### src/rtl/bdlp_pkg.sv
// ----------------------------------------------------------------------------
// bdlp_pkg
// Shared widths, register indexes and item types for the button debouncer.
// ----------------------------------------------------------------------------
package bdlp_pkg;

    localparam int FIELD_W    = 4;
    localparam int CNT_W      = 8;
    localparam int HOLD_W     = 16;
    localparam int CFG_IDX_W  = 4;
    localparam int CFG_DATA_W = 16;

    localparam logic [HOLD_W-1:0] HOLD_MAX = {HOLD_W{1'b1}};

    typedef enum logic [CFG_IDX_W-1:0] {
        REG_DEBOUNCE_TICKS   = 4'd0,
        REG_LONG_PRESS_TICKS = 4'd1
    } t_cfg_reg;

    typedef struct packed {
        logic [CNT_W-1:0]  debounce_ticks;
        logic [HOLD_W-1:0] long_press_ticks;
    } t_cfg;

    typedef struct packed {
        logic press;
        logic release_ev;
        logic level;
        logic long_ev;
    } t_lane_ev;

    typedef struct packed {
        logic [FIELD_W-1:0] pressed_events;
        logic [FIELD_W-1:0] released_events;
        logic [FIELD_W-1:0] held_mask;
        logic [FIELD_W-1:0] long_press_events;
    } t_result;

endpackage

### src/rtl/button_debounce_long_press.sv
// ----------------------------------------------------------------------------
// button_debounce_long_press
// Per-button debouncer with press, release and long-press event reporting.
// ----------------------------------------------------------------------------
// Usage:
//   Input channel (i_in_valid / o_in_ready) takes one sample tick of raw
//   button levels per item. Output channel (o_out_valid / i_out_ready)
//   returns one item per input item: pressed, released and long-press event
//   masks plus the debounced level mask after that tick.
//   One lane per button updates its counters in the accepting cycle; the
//   result is registered in the output buffer. Throughput is one item per
//   cycle while o_in_ready is high.
//   A skid register behind the output register lets one more item in while
//   a result waits; with both full, o_in_ready drops until the receiver
//   takes an item.
//   Configuration (i_cfg_valid / o_cfg_ready, always ready): index 0 sets
//   debounce_ticks (low 8 bits), index 1 long_press_ticks (low 16 bits),
//   other indexes are ignored. Write only while idle.
//   Reset (synchronous, active low) clears all counters and levels, empties
//   the output buffer and loads debounce 5, long press 1000.
// ----------------------------------------------------------------------------
module button_debounce_long_press #(
    parameter int BUTTONS = 4
) (
    input  logic                                i_clk,
    input  logic                                i_rst_n,
    input  logic                                i_cfg_valid,
    output logic                                o_cfg_ready,
    input  logic [bdlp_pkg::CFG_IDX_W-1:0]      i_cfg_index,
    input  logic [bdlp_pkg::CFG_DATA_W-1:0]     i_cfg_data,
    input  logic                                i_in_valid,
    output logic                                o_in_ready,
    input  logic [bdlp_pkg::FIELD_W-1:0]        i_raw_buttons,
    output logic                                o_out_valid,
    input  logic                                i_out_ready,
    output logic [bdlp_pkg::FIELD_W-1:0]        o_pressed_events,
    output logic [bdlp_pkg::FIELD_W-1:0]        o_released_events,
    output logic [bdlp_pkg::FIELD_W-1:0]        o_held_mask,
    output logic [bdlp_pkg::FIELD_W-1:0]        o_long_press_events
);
    import bdlp_pkg::*;

    localparam int LANES = (BUTTONS < FIELD_W) ? BUTTONS : FIELD_W;

    t_cfg     r_cfg;
    logic     accept;
    logic     space;
    t_lane_ev lane_ev [LANES];
    t_result  merged;
    t_result  out_data;

    assign o_cfg_ready = 1'b1;
    assign o_in_ready  = space;
    assign accept      = i_in_valid && space;

    always_ff @(posedge i_clk) begin
        if (!i_rst_n) begin
            r_cfg.debounce_ticks   <= CNT_W'(5);
            r_cfg.long_press_ticks <= HOLD_W'(1000);
        end else if (i_cfg_valid) begin
            unique case (i_cfg_index)
                REG_DEBOUNCE_TICKS:   r_cfg.debounce_ticks   <= i_cfg_data[CNT_W-1:0];
                REG_LONG_PRESS_TICKS: r_cfg.long_press_ticks <= i_cfg_data[HOLD_W-1:0];
                default: ;
            endcase
        end
    end

    for (genvar k = 0; k < LANES; k++) begin : g_lane
        bdlp_lane u_lane (
            .i_clk     (i_clk),
            .i_rst_n   (i_rst_n),
            .i_advance (accept),
            .i_sample  (i_raw_buttons[k]),
            .i_cfg     (r_cfg),
            .o_ev      (lane_ev[k])
        );
    end

    always_comb begin
        merged = '0;
        for (int k = 0; k < LANES; k++) begin
            merged.pressed_events[k]    = lane_ev[k].press;
            merged.released_events[k]   = lane_ev[k].release_ev;
            merged.held_mask[k]         = lane_ev[k].level;
            merged.long_press_events[k] = lane_ev[k].long_ev;
        end
    end

    bdlp_merge u_merge (
        .i_clk   (i_clk),
        .i_rst_n (i_rst_n),
        .i_push  (accept),
        .i_data  (merged),
        .o_space (space),
        .o_valid (o_out_valid),
        .i_ready (i_out_ready),
        .o_data  (out_data)
    );

    assign o_pressed_events    = out_data.pressed_events;
    assign o_released_events   = out_data.released_events;
    assign o_held_mask         = out_data.held_mask;
    assign o_long_press_events = out_data.long_press_events;

endmodule

### src/rtl/bdlp_lane.sv
// ----------------------------------------------------------------------------
// bdlp_lane
// One button: stable-sample counter, debounced level, hold counter and
// long-press flag, advanced once per accepted item.
// ----------------------------------------------------------------------------
module bdlp_lane (
    input  logic            i_clk,
    input  logic            i_rst_n,
    input  logic            i_advance,
    input  logic            i_sample,
    input  bdlp_pkg::t_cfg  i_cfg,
    output bdlp_pkg::t_lane_ev o_ev
);
    import bdlp_pkg::*;

    logic              r_prev;
    logic [CNT_W-1:0]  r_cnt;
    logic              r_level;
    logic [HOLD_W-1:0] r_hold;
    logic              r_long;

    logic              n_prev;
    logic [CNT_W-1:0]  n_cnt;
    logic              n_level;
    logic [HOLD_W-1:0] n_hold;
    logic              n_long;

    logic              flip;
    logic [HOLD_W-1:0] hold_base;
    logic              long_base;
    logic              long_ev;

    always_comb begin
        n_prev = i_sample;
        if (i_sample == r_prev) begin
            n_cnt = (r_cnt < i_cfg.debounce_ticks) ? r_cnt + 1'b1 : r_cnt;
        end else begin
            n_cnt = '0;
        end

        flip      = (n_cnt >= i_cfg.debounce_ticks) && (i_sample != r_level);
        n_level   = flip ? i_sample : r_level;
        hold_base = flip ? '0 : r_hold;
        long_base = (flip && !i_sample) ? 1'b0 : r_long;

        long_ev = 1'b0;
        n_hold  = hold_base;
        n_long  = long_base;
        if (n_level) begin
            n_hold  = (hold_base < HOLD_MAX) ? hold_base + 1'b1 : hold_base;
            long_ev = (n_hold >= i_cfg.long_press_ticks) && !long_base;
            n_long  = long_base | long_ev;
        end

        o_ev.press      = flip && i_sample;
        o_ev.release_ev = flip && !i_sample;
        o_ev.level      = n_level;
        o_ev.long_ev    = long_ev;
    end

    always_ff @(posedge i_clk) begin
        if (!i_rst_n) begin
            r_prev  <= 1'b0;
            r_cnt   <= '0;
            r_level <= 1'b0;
            r_hold  <= '0;
            r_long  <= 1'b0;
        end else if (i_advance) begin
            r_prev  <= n_prev;
            r_cnt   <= n_cnt;
            r_level <= n_level;
            r_hold  <= n_hold;
            r_long  <= n_long;
        end
    end

    a_no_press_and_release: assert property (@(posedge i_clk) disable iff (!i_rst_n)
        !(o_ev.press && o_ev.release_ev))
        else $error("lane reports press and release together");

    a_long_only_when_held: assert property (@(posedge i_clk) disable iff (!i_rst_n)
        (i_advance && o_ev.long_ev) |=> (r_level && r_long))
        else $error("long-press event without held level");

    a_press_restarts_hold: assert property (@(posedge i_clk) disable iff (!i_rst_n)
        (i_advance && o_ev.press) |=> (r_hold == HOLD_W'(1)))
        else $error("hold count not restarted on press");

endmodule

### src/rtl/bdlp_merge.sv
// ----------------------------------------------------------------------------
// bdlp_merge
// Holds the merged lane results as one item in an output register
// backed by a skid register.
// ----------------------------------------------------------------------------
module bdlp_merge (
    input  logic                i_clk,
    input  logic                i_rst_n,
    input  logic                i_push,
    input  bdlp_pkg::t_result   i_data,
    output logic                o_space,
    output logic                o_valid,
    input  logic                i_ready,
    output bdlp_pkg::t_result   o_data
);
    import bdlp_pkg::*;

    logic    r_out_valid;
    logic    r_skid_valid;
    t_result r_out;
    t_result r_skid;
    logic    load_out;

    assign load_out = !r_out_valid || i_ready;
    assign o_space  = !r_skid_valid;
    assign o_valid  = r_out_valid;
    assign o_data   = r_out;

    always_ff @(posedge i_clk) begin
        if (!i_rst_n) begin
            r_out_valid  <= 1'b0;
            r_skid_valid <= 1'b0;
        end else if (load_out) begin
            if (r_skid_valid) begin
                r_out_valid  <= 1'b1;
                r_skid_valid <= 1'b0;
            end else begin
                r_out_valid <= i_push;
            end
        end else if (i_push) begin
            r_skid_valid <= 1'b1;
        end
    end

    always_ff @(posedge i_clk) begin
        if (load_out) begin
            r_out <= r_skid_valid ? r_skid : i_data;
        end else if (i_push) begin
            r_skid <= i_data;
        end
    end

    a_skid_implies_out: assert property (@(posedge i_clk) disable iff (!i_rst_n)
        r_skid_valid |-> r_out_valid)
        else $error("skid item held while output register empty");

    a_no_push_when_full: assert property (@(posedge i_clk) disable iff (!i_rst_n)
        i_push |-> !r_skid_valid)
        else $error("item pushed into full buffer");

    a_push_fills_out: assert property (@(posedge i_clk) disable iff (!i_rst_n)
        (i_push && !r_out_valid) |=> r_out_valid)
        else $error("pushed item lost");

endmodule

### config.mk
export PLATFORM = sky130hd
export DESIGN_NAME = button_debounce_long_press
export DESIGN_NICKNAME = d
export VERILOG_FILES = /design/src/rtl/bdlp_pkg.sv /design/src/rtl/button_debounce_long_press.sv /design/src/rtl/bdlp_lane.sv /design/src/rtl/bdlp_merge.sv
export SDC_FILE = /design/constraint.sdc
export NUM_CORES = 1
export LEC_CHECK = 0
export BUFFER_PORTS_ARGS = -buffer_cell sky130_fd_sc_hd__clkbuf_2
export CAP_MARGIN = 0
export CELL_PAD_IN_SITES_DETAIL_PLACEMENT = 1
export CELL_PAD_IN_SITES_GLOBAL_PLACEMENT = 1
export CORE_MARGIN = 2
export CORE_UTILIZATION = 31
export CTS_CLUSTER_DIAMETER = 30
export CTS_CLUSTER_SIZE = 8
export DETAILED_ROUTE_END_ITERATION = 8
export MAX_ROUTING_LAYER = met4
export PLACE_DENSITY_LB_ADDON = 0.1
export SKIP_CTS_REPAIR_TIMING = 1
export SLEW_MARGIN = 20
export SYNTH_ARGS = -nofsm -noshare
export SYNTH_HDL_FRONTEND = slang
export SYNTH_SLANG_ARGS = --single-unit
### constraint.sdc
create_clock -name i_clk -period 10.9 [get_ports i_clk]
set_input_delay 1.09 -clock i_clk [delete_from_list [all_inputs] [get_ports i_clk]]
set_output_delay 1.09 -clock i_clk [all_outputs]
set_load 0.1 [all_outputs]
# --- Yosys cells after proc, flatten, opt, wreduce, memory -nomap -nowiden ---
# Index checks and enable logic that the tools add are counted.
word_totals:
  elab_cells: 142
  reg_bits: 166
  out_inout_bits: 19
classes:
  n_reduce_logical: 33
  n_bitwise: 6
  n_lt_le_gt_ge: 16
  eq_ne: 9
  mux: 38
  n_addsub: 8
ops:
  columns: ["op", "count"]
  rows:
  - ["$mux 16", 13]
  - ["$add 16x1->16 const B", 4]
  - ["$ge 16x16->1", 4]
  - ["$lt 16x16->1 const B", 4]
  - ["$mux 8", 8]
  - ["$add 8x1->8 const B", 4]
  - ["$ge 8x8->1", 4]
  - ["$lt 8x8->1", 4]
  - ["$logic_and 1x1->1", 17]
  - ["$mux 1", 17]
  - ["$logic_not 1->1", 10]
  - ["$reduce_and 2->1", 3]
  - ["$eq 1x1->1", 4]
  - ["$eq 4x1->1 const B", 1]
  - ["$logic_not 4->1", 1]
  - ["$ne 1x1->1", 4]
  - ["$or 1x1->1", 4]
  - ["$not 1->1", 2]
  - ["$reduce_or 2->1", 1]
  - ["$logic_or 1x1->1", 1]

# --- Longest topological paths before layout ---
# Gate-level depths: netlist of the first run.
depth:
  depth_word: 12
  ltp_mapped: 33
  ltp_nobuf: 31

# --- By module ---
# From an unflattened synthesis of the first run, not the netlist that was laid out.
unflattened:
  hier_cells: 1623
  area_unflattened_um2: 13048.8
by_module_without_submodules:
  columns: ["mod", "area_per_inst_um2", "seq_area_each_um2", "instances", "cells_each"]
  rows:
  - ["bdlp_lane (g_lane[1].u_lane ...)", 2638.8, 540.5, 2, 352]
  - ["bdlp_lane (g_lane[2].u_lane)", 2763.9, 540.5, 1, 374]
  - ["bdlp_lane (g_lane[0].u_lane)", 2721.4, 540.5, 1, 378]
  - ["bdlp_merge", 1286.2, 1001.0, 1, 59]
  - ["button_debounce_long_press", 999.7, 480.5, 1, 108]

# --- Least setup slack after synthesis of the first run ---
# No wires, ideal clock.
synth_timing:
  kind: "register to register"
  startpoint: "register r_cfg[21] (netlist name)"
  endpoint: "register u_merge.r_out, in the netlist u_merge.o_data[0] (data pin)"
  stages_incl_launch_ff: 33
  setup_slack_ns: 4.371
  t_arrival_ns: 6.267
  path_buffers: 2
  setup_ns: 0.263
  path_cell_list: "dfxtp_1 inv_1 ha_1 a2111oi_0 nand2_1 o22ai_1 buf_2 xor2_1 nand2_1 ha_1 nand2b_1 a2111o_1 a211oi_4 or2_1 buf_4 nand2_1 inv_1 ha_1 nand3_1 nor3b_1 and2_1 o21ai_1 nand2_1 xor2_1 nor2_1 ha_1 nor4_1 nor3_1 o21ai_0 a31oi_1 a2111oi_0 nor3_1 mux2_2"
synth_between:
  elab_chain_cells: 12
  elab_cells_between_ends: 17
  classes_between: "add/sub (1); order compare (4); mux (8); reduce/logical (4)"
synth_rtl:
  columns: ["element", "line_no", "rtl"]
  rows:
  - ["start, declared", "button_debounce_long_press.sv:45", "t_cfg r_cfg;"]
  - ["$lt 8x8->1", "bdlp_lane.sv:36", "n_cnt = (r_cnt < i_cfg.debounce_ticks) ? r_cnt + 1'b1 : r_cnt;"]
  - ["$mux 8", "bdlp_lane.sv:36", null]
  - ["$mux 8", "bdlp_lane.sv:35", "if (i_sample == r_prev) begin"]
  - ["$ge 8x8->1 *", "bdlp_lane.sv:41", "flip = (n_cnt >= i_cfg.debounce_ticks) && (i_sample != r_level);"]
  - ["$logic_and 1x1->1 *", "bdlp_lane.sv:41", null]
  - ["$mux 16", "bdlp_lane.sv:43", "hold_base = flip ? '0 : r_hold;"]
  - ["$add 16x1->16 / $lt 16x16->1 (equally long branches)", "bdlp_lane.sv:50", "n_hold = (hold_base < HOLD_MAX) ? hold_base + 1'b1 : hold_base;"]
  - ["$mux 16", "bdlp_lane.sv:50", null]
  - ["$ge 16x16->1", "bdlp_lane.sv:51", "long_ev = (n_hold >= i_cfg.long_press_ticks) && !long_base;"]
  - ["$logic_and 1x1->1", "bdlp_lane.sv:51", null]
  - ["$mux 1 *", "bdlp_lane.sv:49", "if (n_level) begin"]
  - ["net g_lane[0].u_lane.long_ev", "bdlp_lane.sv:31", "logic long_ev;"]
  - ["$mux 16 *", "bdlp_merge.sv:47", "r_out <= r_skid_valid ? r_skid : i_data;"]
  - ["end signal, assigned", "bdlp_merge.sv:47", null]
  - ["end, declared", "bdlp_merge.sv:20", "t_result r_out;"]
# The timed path passes the listed nets; every way through them passes the cells marked *.
# A chain may end at the register's enable or synchronous reset.

# --- Worst setup path after layout of the first run ---
layout_timing:
  startpoint: "register r_cfg[21] (netlist name)"
  endpoint: "register u_merge.r_out, in the netlist u_merge.o_data[0] (data pin)"
layout_between:
  elab_chain_cells: 12
  elab_cells_between_ends: 17
  classes_between: "add/sub (1); order compare (4); mux (8); reduce/logical (4)"
layout_rtl:
  columns: ["element", "line_no", "rtl"]
  rows:
  - ["$lt 8x8->1 *", "bdlp_lane.sv:36", null]
  - ["$mux 8 *", "bdlp_lane.sv:36", null]
  - ["$mux 8 *", "bdlp_lane.sv:35", null]
  - ["net g_lane[0].u_lane.n_cnt[7]", "bdlp_lane.sv:23", "logic [CNT_W-1:0] n_cnt;"]
  - ["$ge 8x8->1 *", "bdlp_lane.sv:41", null]
  - ["$logic_and 1x1->1 *", "bdlp_lane.sv:41", null]
  - ["$mux 16", "bdlp_lane.sv:43", null]
  - ["$add 16x1->16 / $lt 16x16->1 (equally long branches)", "bdlp_lane.sv:50", null]
  - ["$mux 16", "bdlp_lane.sv:50", null]
  - ["$ge 16x16->1", "bdlp_lane.sv:51", null]
  - ["$logic_and 1x1->1", "bdlp_lane.sv:51", null]
  - ["$mux 1 *", "bdlp_lane.sv:49", null]
  - ["net g_lane[0].u_lane.long_ev", "bdlp_lane.sv:31", null]
  - ["$mux 16 *", "bdlp_merge.sv:47", null]
# Marked as above.

==> metrics.log, run 1 <==
INFO  metric result_of_the_run = complete, no violations
INFO  metric rrSetupSlack = between 1500 and 2000 ps
INFO  metric flow.area_growth_from_synthesis = 11.25%
INFO  metric synth_nets = approximately 1600
INFO  metric power.ir.vdd_worst = roughly 110 uV
INFO  metric path_class = reg2reg
INFO  metric drt_pass1_iterations = 4
INFO  metric cts_root_buf = sky130_fd_sc_hd__clkbuf_16
INFO  metric setup.worst_path.end_class = register
INFO  metric fin_nets = roughly 1700
INFO  metric grt_met2_usage = 35.33%
INFO  metric cts.sinks = roughly 170
INFO  metric io-pin-count = between 40 and 50
INFO  metric min_path_type = reg2reg
INFO  metric post-route-drc-count = 0
INFO  metric finalWeightedCongestion = between 0.8 and 0.9
INFO  metric layout.cells.most_common = sky130_fd_sc_hd__nand2_1
INFO  metric remaining_antenna_violation_count = 0
INFO  metric drv_cap = 0
INFO  metric synth_flop_cell = sky130_fd_sc_hd__dfxtp_1
INFO  metric max_slew_headroom = 23.03%
INFO  metric final_max_slew_viol_count = 0
INFO  metric setup_viol = 0
INFO  metric synth.area.top_cells = sky130_fd_sc_hd__dfxtp_1, sky130_fd_sc_hd__ha_1, sky130_fd_sc_hd__edfxtp_1
INFO  metric final_hold_slack = roughly 460 ps
INFO  metric place_worst_setup_slack = 2029 ps
INFO  metric num-fill-cells = roughly 4600
INFO  metric timing.critical_path.max_delay_family = simple AND/OR/NAND/NOR gates
INFO  metric grt_util_met1 = ~29%
INFO  metric h_tree_depth = 4
INFO  metric clock_latency = 450 ps
INFO  metric starting_density_of_the_core = 31.58%
INFO  metric synthDominantAreaCellType = sky130_fd_sc_hd__dfxtp_1
INFO  metric postSynth.asyncResetShare = 0%
INFO  metric place_hpwl = approximately 31 mm
INFO  metric cellLeakagePower = between 5 and 6 nW
INFO  metric drt-wirelength-per-cell = roughly 21 um
INFO  metric top_usage_layer = met2
INFO  metric std_cell_rows = 71
INFO  metric synth_seq_cells = ~170
INFO  metric finalWorstSetupSlack = about 2000 ps
INFO  metric post-synth-top-area-fraction = 22.45%
INFO  metric worstPathMaxFanout = 11
INFO  metric setup-tns-final = 0 ps
INFO  metric cp_slowest_cell = sky130_fd_sc_hd__o22ai_1
INFO  metric design.core.area = roughly 38000 sq um
INFO  metric worstPathArrival = 9110 ps
INFO  metric setup.worst_path.start_class = register
INFO  metric grt_overflow = 0
INFO  metric cell_area_after_synthesis = roughly 12000 sq um
INFO  metric fraction_of_final_layout_cells_with_drive_strength_greater_than_1 = between 7 and 8%
INFO  metric total_global_routing_track_utilization = around 22%
INFO  metric worst-slew-pin-transition = around 1100 ps
INFO  metric endpoints_failing_hold = 0
INFO  metric synth.yosys.seq_area_share = between 30% and 40%
INFO  metric pwr_density_cell = around 110 nW/um^2
INFO  metric dieArea = about 40000 sq um
INFO  metric grt_start_max_net_pins = 54
INFO  metric port_buffers = 46
INFO  metric share_of_the_cycle_needed_by_the_critical_path_after_routing = 81.74%
INFO  metric met3_usage = between 2 and 3%
INFO  metric wire_length_of_the_first_global_routing_pass = about 66 mm
INFO  metric synth-edff-count = 32
INFO  metric clkTransAtPathRegs = 70 ps
INFO  metric critPathMaxStageDelay = about 750 ps
INFO  metric cts_buffer_depth = 2
INFO  metric worstPathRequired = between 10000 and 15000 ps
INFO  metric detail_route.wirelength = between 40 and 50 mm
INFO  metric floorplan.die.height = about 200 um
INFO  metric antenna_violations_before_repair = 3
INFO  metric drt_iter0_markers = 440
INFO  metric cts_made_buffers = 17
INFO  metric viasPerCell = between 5 and 6
INFO  metric fp.dieW = 200.4 um
INFO  metric synthesis.yosys.warnings = 0
INFO  metric tritoncts = done
INFO  metric critical_path_buf_inv_count = 2
INFO  metric post-route-min-period = ~9000 ps
INFO  metric number_of_global_route_vias_before_repair = 11460
INFO  metric layout.cells.most_common_list = sky130_fd_sc_hd__nand2_1, sky130_fd_sc_hd__nor2_1, sky130_fd_sc_hd__dfxtp_1
INFO  metric grt_setup_unrepaired = no
INFO  metric ys_types = 71
INFO  metric fin_worst_skew = 8.206 ps
INFO  metric clock.fmax = around 110 MHz
INFO  metric vias = about 11000
INFO  metric synthCells = approximately 1500
INFO  metric avgSynthCellArea = approximately 8.0 sq um
==> layout make-up <==
type / count / area (sq um) / area share (%)
diodes: 2 / 5.005 / 0.03764
clock buffers: 23 / 457.9 / 3.444
clock inverters: 9 / 103.9 / 0.7810
inverters: 48 / 180.2 / 1.355
multi-input cells: 1213 / 7909 / 59.48
flip-flops and latches: 166 / 3643 / 27.40
well taps: 511 / 639.4 / 4.809
repair buffers: 63 / 357.8 / 2.691
==> worst register-to-register path: cells and delay by family (launching register included) <==
family                     cells  cell delay (ps)
adders and majority gates      4             1200
and+or+nand+nor               14             3070
xor gates and xnor gates       2              380
DFF                            1              310
AOI/OAI and AO/OA              8             3030
muxes                          1              300
buffers and inverters          2              380
==> report_power, final <==
group / total [mW] / switching, mW / leakage (nW) / internal [mW]
Combinational: 0.154 / 0.115 / 3.68 / 0.0391
Sequential: 0.643 / 0.00842 / 1.41 / 0.635
Clock: 0.614 / 0.272 / 0.262 / 0.342
Total: 1.41 / 0.396 / 5.35 / 1.02
==> synthesized netlist by cell type, types with 30 or more instances <==
master	n
sky130_fd_sc_hd__dfxtp_1	134
sky130_fd_sc_hd__ha_1	132
sky130_fd_sc_hd__a31oi_1	44
sky130_fd_sc_hd__o21ai_0	104
sky130_fd_sc_hd__inv_1	47
sky130_fd_sc_hd__a21oi_1	101
sky130_fd_sc_hd__nand4_1	33
sky130_fd_sc_hd__edfxtp_1	32
sky130_fd_sc_hd__or3_1	30
sky130_fd_sc_hd__clkbuf_1	43
sky130_fd_sc_hd__nor2_1	140
sky130_fd_sc_hd__nand3_1	75
sky130_fd_sc_hd__nand2_1	184
sky130_fd_sc_hd__xor2_1	54
sky130_fd_sc_hd__xnor2_1	34
==> metal layers <==
layer  wire length (um)  vias to the layer above
met3               1085                       27
met2              19570                      123
met5                  0                        -
met1              20790                     5450
li1                   -                     5466
met4                450                        0
==> kinds of logic after synthesis <==
kind of cell / Yosys count / synth area share (%)
AOI/OAI and AO/OA: 383 / 20.18
xor gates and xnor gates: 88 / 6.449
adders and majority gates: 132 / 13.82
buffers and inverters: 106 / 3.476
DFF: 166 / 30.49
muxes: 21 / 1.853
other: 1 / 0.03138
and+or+nand+nor: 588 / 23.70
==> flip-flops by register name (all words and copies together), names as in the netlist <==
name / flops
g_lane.u_lane.r_cnt: 32
g_lane.u_lane.r_hold: 64
g_lane.u_lane.r_level: 4
g_lane.u_lane.r_long: 4
g_lane.u_lane.r_prev: 4
r_cfg: 24
u_merge.o_data: 16
u_merge.o_valid: 1
u_merge.r_skid: 16
u_merge.r_skid_valid: 1
==> worst paths after layout <==
kind,start,cells after the start,to
hold reg to reg,r_cfg[10],2,r_cfg[10]
setup / recovery,r_cfg[21],31,u_merge.o_data[0]
setup reg to reg,r_cfg[21],31,u_merge.o_data[0]
hold / removal,r_cfg[10],2,r_cfg[10]
==> per-stage QoR <==
stage	total power, mW	cell area [sq um]	util [%]	std cells
6_report	1.411	13300	35.14	2035
3_3_place_gp	0.8113	12730	33.64	2001
3_5_place_dp	0.8120	12730	33.64	2001
4_1_cts	1.435	13290	35.12	2033
5_1_grt	1.468	13300	35.14	2035
2_1_floorplan	0.7595	11950	-	1485
Note: power is estimated with default switching activity, not from simulation.
==> run 2: changes to the inputs <==
==> constraint.sdc (replaced) <==
create_clock -name i_clk -period 7.65 [get_ports i_clk]
set_input_delay 0.765 -clock i_clk [delete_from_list [all_inputs] [get_ports i_clk]]
set_output_delay 0.765 -clock i_clk [all_outputs]
set_load 0.1 [all_outputs]
==> run 2 against run 1 <==
Effect of this change:
- clock-buffer cell count fell by 6
- maximum frequency rose by 25%
- worst setup slack got worse by 1400 ps
- clock skew rose by 4.7 ps
==> metrics.log, run 2 (synthesis results as in run 1) <==
INFO  metric place_hpwl = 31.12 mm
INFO  metric worstPathRequired = between 7000 and 8000 ps
INFO  metric remaining_antenna_violation_count = 0
INFO  metric fin_worst_skew = between 10 and 15 ps
INFO  metric fp.dieW = approximately 200 um
INFO  metric power.ir.vdd_worst = approximately 160 uV
INFO  metric final_cell_count_no_fill = 2054
INFO  metric endpoints_failing_hold = 0
INFO  metric fraction_of_final_layout_cells_with_drive_strength_greater_than_1 = under 10%
INFO  metric worst_reg2reg_path_endpoint = u_merge.o_data[2]
INFO  metric n_antenna_cell = 0
INFO  metric post-route-drc-count = 0
INFO  metric min_path_type = reg2reg
INFO  metric share_of_the_cycle_needed_by_the_critical_path_after_routing = 92.85%
INFO  metric internal-power = between 1.5 and 2 mW
INFO  metric worstPathArrival = roughly 7300 ps
INFO  metric drt_pass1_iterations = 5
INFO  metric dieArea = ~40000 sq um
INFO  metric clock.fmax = around 140 MHz
INFO  metric netSwitchingFraction = 28.38%
INFO  metric viasPerCell = between 5 and 6
INFO  metric antenna_violations_before_repair = 1
INFO  metric pwr-share-seq = 43.2%
INFO  metric numPlacedInstances = between 2000 and 2500
INFO  metric worstHoldPathCells = 2
INFO  metric post_layout_inst_area = 13580 sq um
INFO  metric critPathMaxStageDelay = between 600 and 700 ps
INFO  metric setup.worst_path.start_class = register
INFO  metric final_hold_slack = 455.4 ps
INFO  metric finalWeightedCongestion = 0.8407
INFO  metric place_area = around 13000 sq um
INFO  metric result_of_the_run = complete, no violations
INFO  metric biggest_register = g_lane.u_lane.r_hold
INFO  metric setup.worst_path.end_class = register
INFO  metric worstPathMaxFanout = 12
INFO  metric finalPower = about 2.1 mW
INFO  metric drt-wirelength-per-cell = approximately 20 um
INFO  metric flow.area_growth_from_synthesis = 13.60%
INFO  metric io-pin-count = between 40 and 50
INFO  metric layout.cells.most_common_list = sky130_fd_sc_hd__nand2_1, sky130_fd_sc_hd__nor2_1, sky130_fd_sc_hd__dfxtp_1
INFO  metric worst-slew-pin-transition = between 1000 and 1500 ps
INFO  metric cts_root_buf = sky130_fd_sc_hd__clkbuf_16
INFO  metric clkTransAtPathRegs = approximately 70 ps
INFO  metric final_core_utilization = a little over a third
INFO  metric path_class = reg2reg
INFO  metric fin_nets = 1691
INFO  metric rrSetupSlack = approximately 550 ps
INFO  metric drt_iter0_markers = 531
INFO  metric timing.hold.worst_endpoint = r_cfg[11]
INFO  metric timing.rr.start = r_cfg[21]
INFO  metric cts.sinks = around 170
INFO  metric grt_start_max_net_pins = 41
INFO  metric clock_latency = around 460 ps
INFO  metric share_comb_of_total_power = a little over a tenth
INFO  metric cellLeakagePower = about 5.5 nW
INFO  metric total_global_routing_track_utilization = a little over a fifth
INFO  metric starting_density_of_the_core = a little under a third
INFO  metric cp_slowest_cell = sky130_fd_sc_hd__o21ai_0
INFO  metric grt_setup_unrepaired = no
INFO  metric netSwitchingPower = approximately 0.6 mW
INFO  metric place_worst_setup_slack = 250.7 ps
INFO  metric setup-tns-final = 0 ps
INFO  metric max_slew_headroom = between 20% and 30%
INFO  metric drv_cap = 0
INFO  metric detail_route.wirelength = 41.47 mm
INFO  metric port_buffers = 46
INFO  metric largest_register_ff_count = between 60 and 70
INFO  metric grt_overflow = 0
INFO  metric tritoncts = done
INFO  metric wire_length_of_the_first_global_routing_pass = 65.28 mm
INFO  metric vias = ~11000
INFO  metric h_tree_depth = 4
INFO  metric holdCritStartpoint = r_cfg[11]
INFO  metric floorplan.die.height = around 200 um
INFO  metric std_cell_rows = 71
INFO  metric final_max_slew_viol_count = 0
INFO  metric p_clk_share = between 40% and 50%
INFO  metric number_of_global_route_vias_before_repair = 11240
INFO  metric reg.largest.list = g_lane.u_lane.r_hold: 64 flops, g_lane.u_lane.r_cnt: 32 flops, r_cfg: 24 flops
INFO  metric finalWorstSetupSlack = around 550 ps
INFO  metric layout.cells.most_common = sky130_fd_sc_hd__nand2_1
INFO  metric post-route-min-period = around 7100 ps
INFO  metric setup_viol = 0
INFO  metric design.core.area = between 30000 and 40000 sq um
INFO  metric cts_buffer_depth = 2
INFO  metric reg2reg_depth = 28
INFO  metric cts_made_buffers = 17
INFO  metric pwr_density_cell = 156.3 nW/um^2
==> run 2: routing by layer <==
layer | up-vias | GRT usage (%) | part of all wire (%) | wire length (um)
li1 | 5501 | - | - | -
met3 | 33 | 2.376 | 2.6 | 1061
met5 | - | - | 0 | 0
met4 | 0 | 5.582 | 1.6 | 679
met2 | 125 | 33.01 | 45 | 18550
met1 | 5454 | 29.63 | 51 | 21170
==> run 2: layout make-up <==
class / instances / area (sq um)
Tap cell: 511 / 639.4
Clock buffer: 17 / 425.4
Timing Repair Buffer: 84 / 515.5
Fill cell: 4544 / 24270
Multi-Input combinational cell: 1213 / 7956
Sequential cell: 166 / 3643
Clock inverter: 15 / 212.7
Inverter: 48 / 183.9
==> run 2: power by group through the flow <==
| stage | clock network [mW] | registers [mW] | logic [mW] |
|---|---|---|---|
| 5_1_grt | 1.04 | 0.918 | 0.246 |
| 6_report | 0.980 | 0.916 | 0.225 |
| 3_5_place_dp | 0 | 0.936 | 0.226 |
| 3_3_place_gp | 0 | 0.936 | 0.224 |
| 2_1_floorplan | 0 | 0.974 | 0.108 |
| 4_1_cts | 1.01 | 0.916 | 0.227 |
==> run 2: worst max-delay path: cells and delay by family (launching register included) <==
family | cells | cell delay [ps]
compound gates | 10 | 2260
xor+xnor | 2 | 300
simple gates | 9 | 2060
flops | 1 | 390
buf+inv | 3 | 670
fa+ha+maj | 4 | 1160
==> run 2: worst max path at each step <==
| stage | from | end | slack [ps] | depth (start not counted) |
|---|---|---|---|---|
| 3_3_place_gp | r_cfg[21] | u_merge.o_data[3] | 310 | 26 |
| 5_1_grt | r_cfg[21] | u_merge.o_data[3] | 4 | 28 |
| 3_5_place_dp | r_cfg[21] | u_merge.o_data[3] | 250 | 26 |
| 6_report | r_cfg[21] | u_merge.o_data[2] | 550 | 28 |
| 4_1_cts | r_cfg[21] | u_merge.o_data[3] | 210 | 26 |
| 2_1_floorplan | r_cfg[21] | u_merge.o_data[0] | 1120 | 32 |
==> run 3: changes to the inputs <==
--- a/config.mk
+++ b/config.mk
@@ -14,8 +14,10 @@
 export CTS_CLUSTER_DIAMETER = 30
 export CTS_CLUSTER_SIZE = 8
 export DETAILED_ROUTE_END_ITERATION = 8
+export GPL_TIMING_DRIVEN = 0
 export MAX_ROUTING_LAYER = met4
-export PLACE_DENSITY_LB_ADDON = 0.1
+export PLACE_DENSITY_LB_ADDON = 0.3
+export RECOVER_POWER = 50
 export SKIP_CTS_REPAIR_TIMING = 1
 export SLEW_MARGIN = 20
 export SYNTH_ARGS = -nofsm -noshare
==> run 3 against run 2 <==
Effect of this change:
- clock power fell by 3.2%
- critical path type unchanged
- clock skew increased by 0.70 ps
- largest power group unchanged
- critical endpoint is now u_merge.o_data[3]
- combinational power up 2%
==> metrics.log, run 3 (synthesis results as in run 1) <==
INFO  metric power.ir.vdd_worst = 143.6 uV
INFO  metric fin_worst_skew = between 10 and 15 ps
INFO  metric cts.sinks = about 170
INFO  metric drv_cap = 0
INFO  metric cts_made_buffers = 17
INFO  metric clock.fmax = ~140 MHz
INFO  metric antenna_violations_before_repair = 0
INFO  metric netSwitchingFraction = roughly 28%
INFO  metric critPathLaunch = r_cfg[21]
INFO  metric pwr-share-seq = between 40% and 50%
INFO  metric setup-tns-final = 0 ps
INFO  metric post_layout_inst_area = 13790 sq um
INFO  metric starting_density_of_the_core = 31.58%
INFO  metric internal-power = 1.506 mW
INFO  metric fin_nets = approximately 1700
INFO  metric cp_slowest_cell = sky130_fd_sc_hd__a2111oi_1
INFO  metric endpoints_failing_hold = 0
INFO  metric grt_start_max_net_pins = 20
INFO  metric io-pin-count = 48
INFO  metric worstPathRequired = 7830 ps
INFO  metric path_class = reg2reg
INFO  metric fraction_of_final_layout_cells_with_drive_strength_greater_than_1 = between 8 and 9%
INFO  metric finalWeightedCongestion = 0.8602
INFO  metric max_slew_headroom = approximately 18%
INFO  metric cellLeakagePower = 5.503 nW
INFO  metric finalPower = around 2.1 mW
INFO  metric final_core_utilization = between 30% and 40%
INFO  metric final_hold_slack = ~460 ps
INFO  metric largest_register_ff_count = between 60 and 70
INFO  metric timing.rr.start = r_cfg[21]
INFO  metric post-route-drc-count = 0
INFO  metric finalWorstSetupSlack = 423.5 ps
INFO  metric setup.worst_path.end_class = register
INFO  metric cts_buffer_depth = 2
INFO  metric setup_viol = 0
INFO  metric netSwitchingPower = ~0.59 mW
INFO  metric final_max_slew_viol_count = 0
INFO  metric number_of_global_route_vias_before_repair = between 10000 and 15000
INFO  metric wire_length_of_the_first_global_routing_pass = roughly 65 mm
INFO  metric floorplan.die.height = roughly 200 um
INFO  metric min_path_type = reg2reg
INFO  metric place_area = roughly 13000 sq um
INFO  metric detail_route.wirelength = between 40 and 50 mm
INFO  metric flow.area_growth_from_synthesis = 15.42%
INFO  metric layout.cells.most_common_list = sky130_fd_sc_hd__nand2_1, sky130_fd_sc_hd__nor2_1, sky130_fd_sc_hd__dfxtp_1
INFO  metric p_clk_share = a little under half
INFO  metric place_worst_setup_slack = -1029 ps
INFO  metric numPlacedInstances = between 2000 and 2500
INFO  metric clock_latency = about 460 ps
INFO  metric result_of_the_run = complete, no violations
INFO  metric holdCritStartpoint = r_cfg[1]
INFO  metric vias = between 10000 and 15000
INFO  metric fp.dieW = roughly 200 um
INFO  metric drt_pass1_iterations = 5
INFO  metric dieArea = between 40000 and 50000 sq um
INFO  metric design.core.area = approximately 38000 sq um
INFO  metric std_cell_rows = 71
INFO  metric num-fill-cells = about 4600
INFO  metric reg.largest.list = g_lane.u_lane.r_hold: 64 flops, g_lane.u_lane.r_cnt: 32 flops, r_cfg: 24 flops
INFO  metric drt_iter0_markers = ~610
INFO  metric total_global_routing_track_utilization = approximately a fifth
INFO  metric cp_common_cell = sky130_fd_sc_hd__ha_1
INFO  metric port_buffers = between 40 and 50
INFO  metric pwr_density_cell = around 150 nW/um^2
INFO  metric drt-wirelength-per-cell = around 20 um
INFO  metric layout.cells.most_common = sky130_fd_sc_hd__nand2_1
INFO  metric post-route-min-period = just over 7000 ps
INFO  metric worst-slew-pin-transition = roughly 1200 ps
INFO  metric critPathMaxStageDelay = slightly above 400 ps
INFO  metric worstPathMaxFanout = 10
INFO  metric place_hpwl = about 31 mm
INFO  metric h_tree_depth = 4
INFO  metric worstPathArrival = approximately 7400 ps
INFO  metric cts_root_buf = sky130_fd_sc_hd__clkbuf_16
INFO  metric setup.worst_path.start_class = register
INFO  metric remaining_antenna_violation_count = 0
INFO  metric biggest_register = g_lane.u_lane.r_hold
INFO  metric final_cell_count_no_fill = roughly 2100
INFO  metric tritoncts = done
INFO  metric share_comb_of_total_power = between 10 and 15%
INFO  metric viasPerCell = 5.521
INFO  metric clkTransAtPathRegs = about 70 ps
INFO  metric grt_overflow = 0
INFO  metric share_of_the_cycle_needed_by_the_critical_path_after_routing = a little over nine tenths
run 3: cell count changes in the layout (fill, tap and decap cells not counted), sizes merged:
cell and change:
clkinvlp +2, buf -3, clkinv -1, bufinv -1, diode +1, clkbuf +46
inv -5
run 3: final timing paths:
path / endpoint / slack (ps) / cells past startpoint
worst max-delay path: u_merge.o_data[3] / 420 / 30
worst min-delay path: r_cfg[1] / 460 / 2
worst max register to register: u_merge.o_data[3] / 420 / 30
worst min register to register: r_cfg[1] / 460 / 2
run 3: power by group through the flow:
stage	sequential [mW]	combinational (mW)	clock (mW)
2_1_floorplan	0.974	0.108	0
3_5_place_dp	0.933	0.224	0
6_report	0.914	0.230	0.949
3_3_place_gp	0.933	0.220	0
5_1_grt	0.915	0.249	1.00
4_1_cts	0.913	0.225	0.969
run 3: per-layer routing:
| layer | track usage (%) | part of all wire (%) |
|---|---|---|
| met3 | 2.978 | 4.1 |
| met5 | - | 0 |
| met1 | 27.83 | 47 |
| met4 | 6.164 | 1.9 |
| met2 | 34.06 | 47 |
run 3: cell type report:
type	count	area [sq um]	share of cell area, %
diodes	1	2.502	0.01814
plain buffers	58	246.5	1.787
clock buffers	22	475.5	3.447
clock inverters	10	141.4	1.025
inverters	48	191.4	1.388
multi-input cells	1213	8078	58.56
flip-flops and latches	166	3643	26.41
well taps	511	639.4	4.635
repair buffers	64	376.6	2.730
run 3: worst max-delay path: cells and delay by family (launching register included):
family | cells | cell delay [ps]
AOI/OAI and AO/OA | 12 | 2360
xor gates and xnor gates | 1 | 250
adders and majority gates | 4 | 1220
buffers and inverters | 4 | 750
DFF | 1 | 390
and+or+nand+nor | 9 | 1970
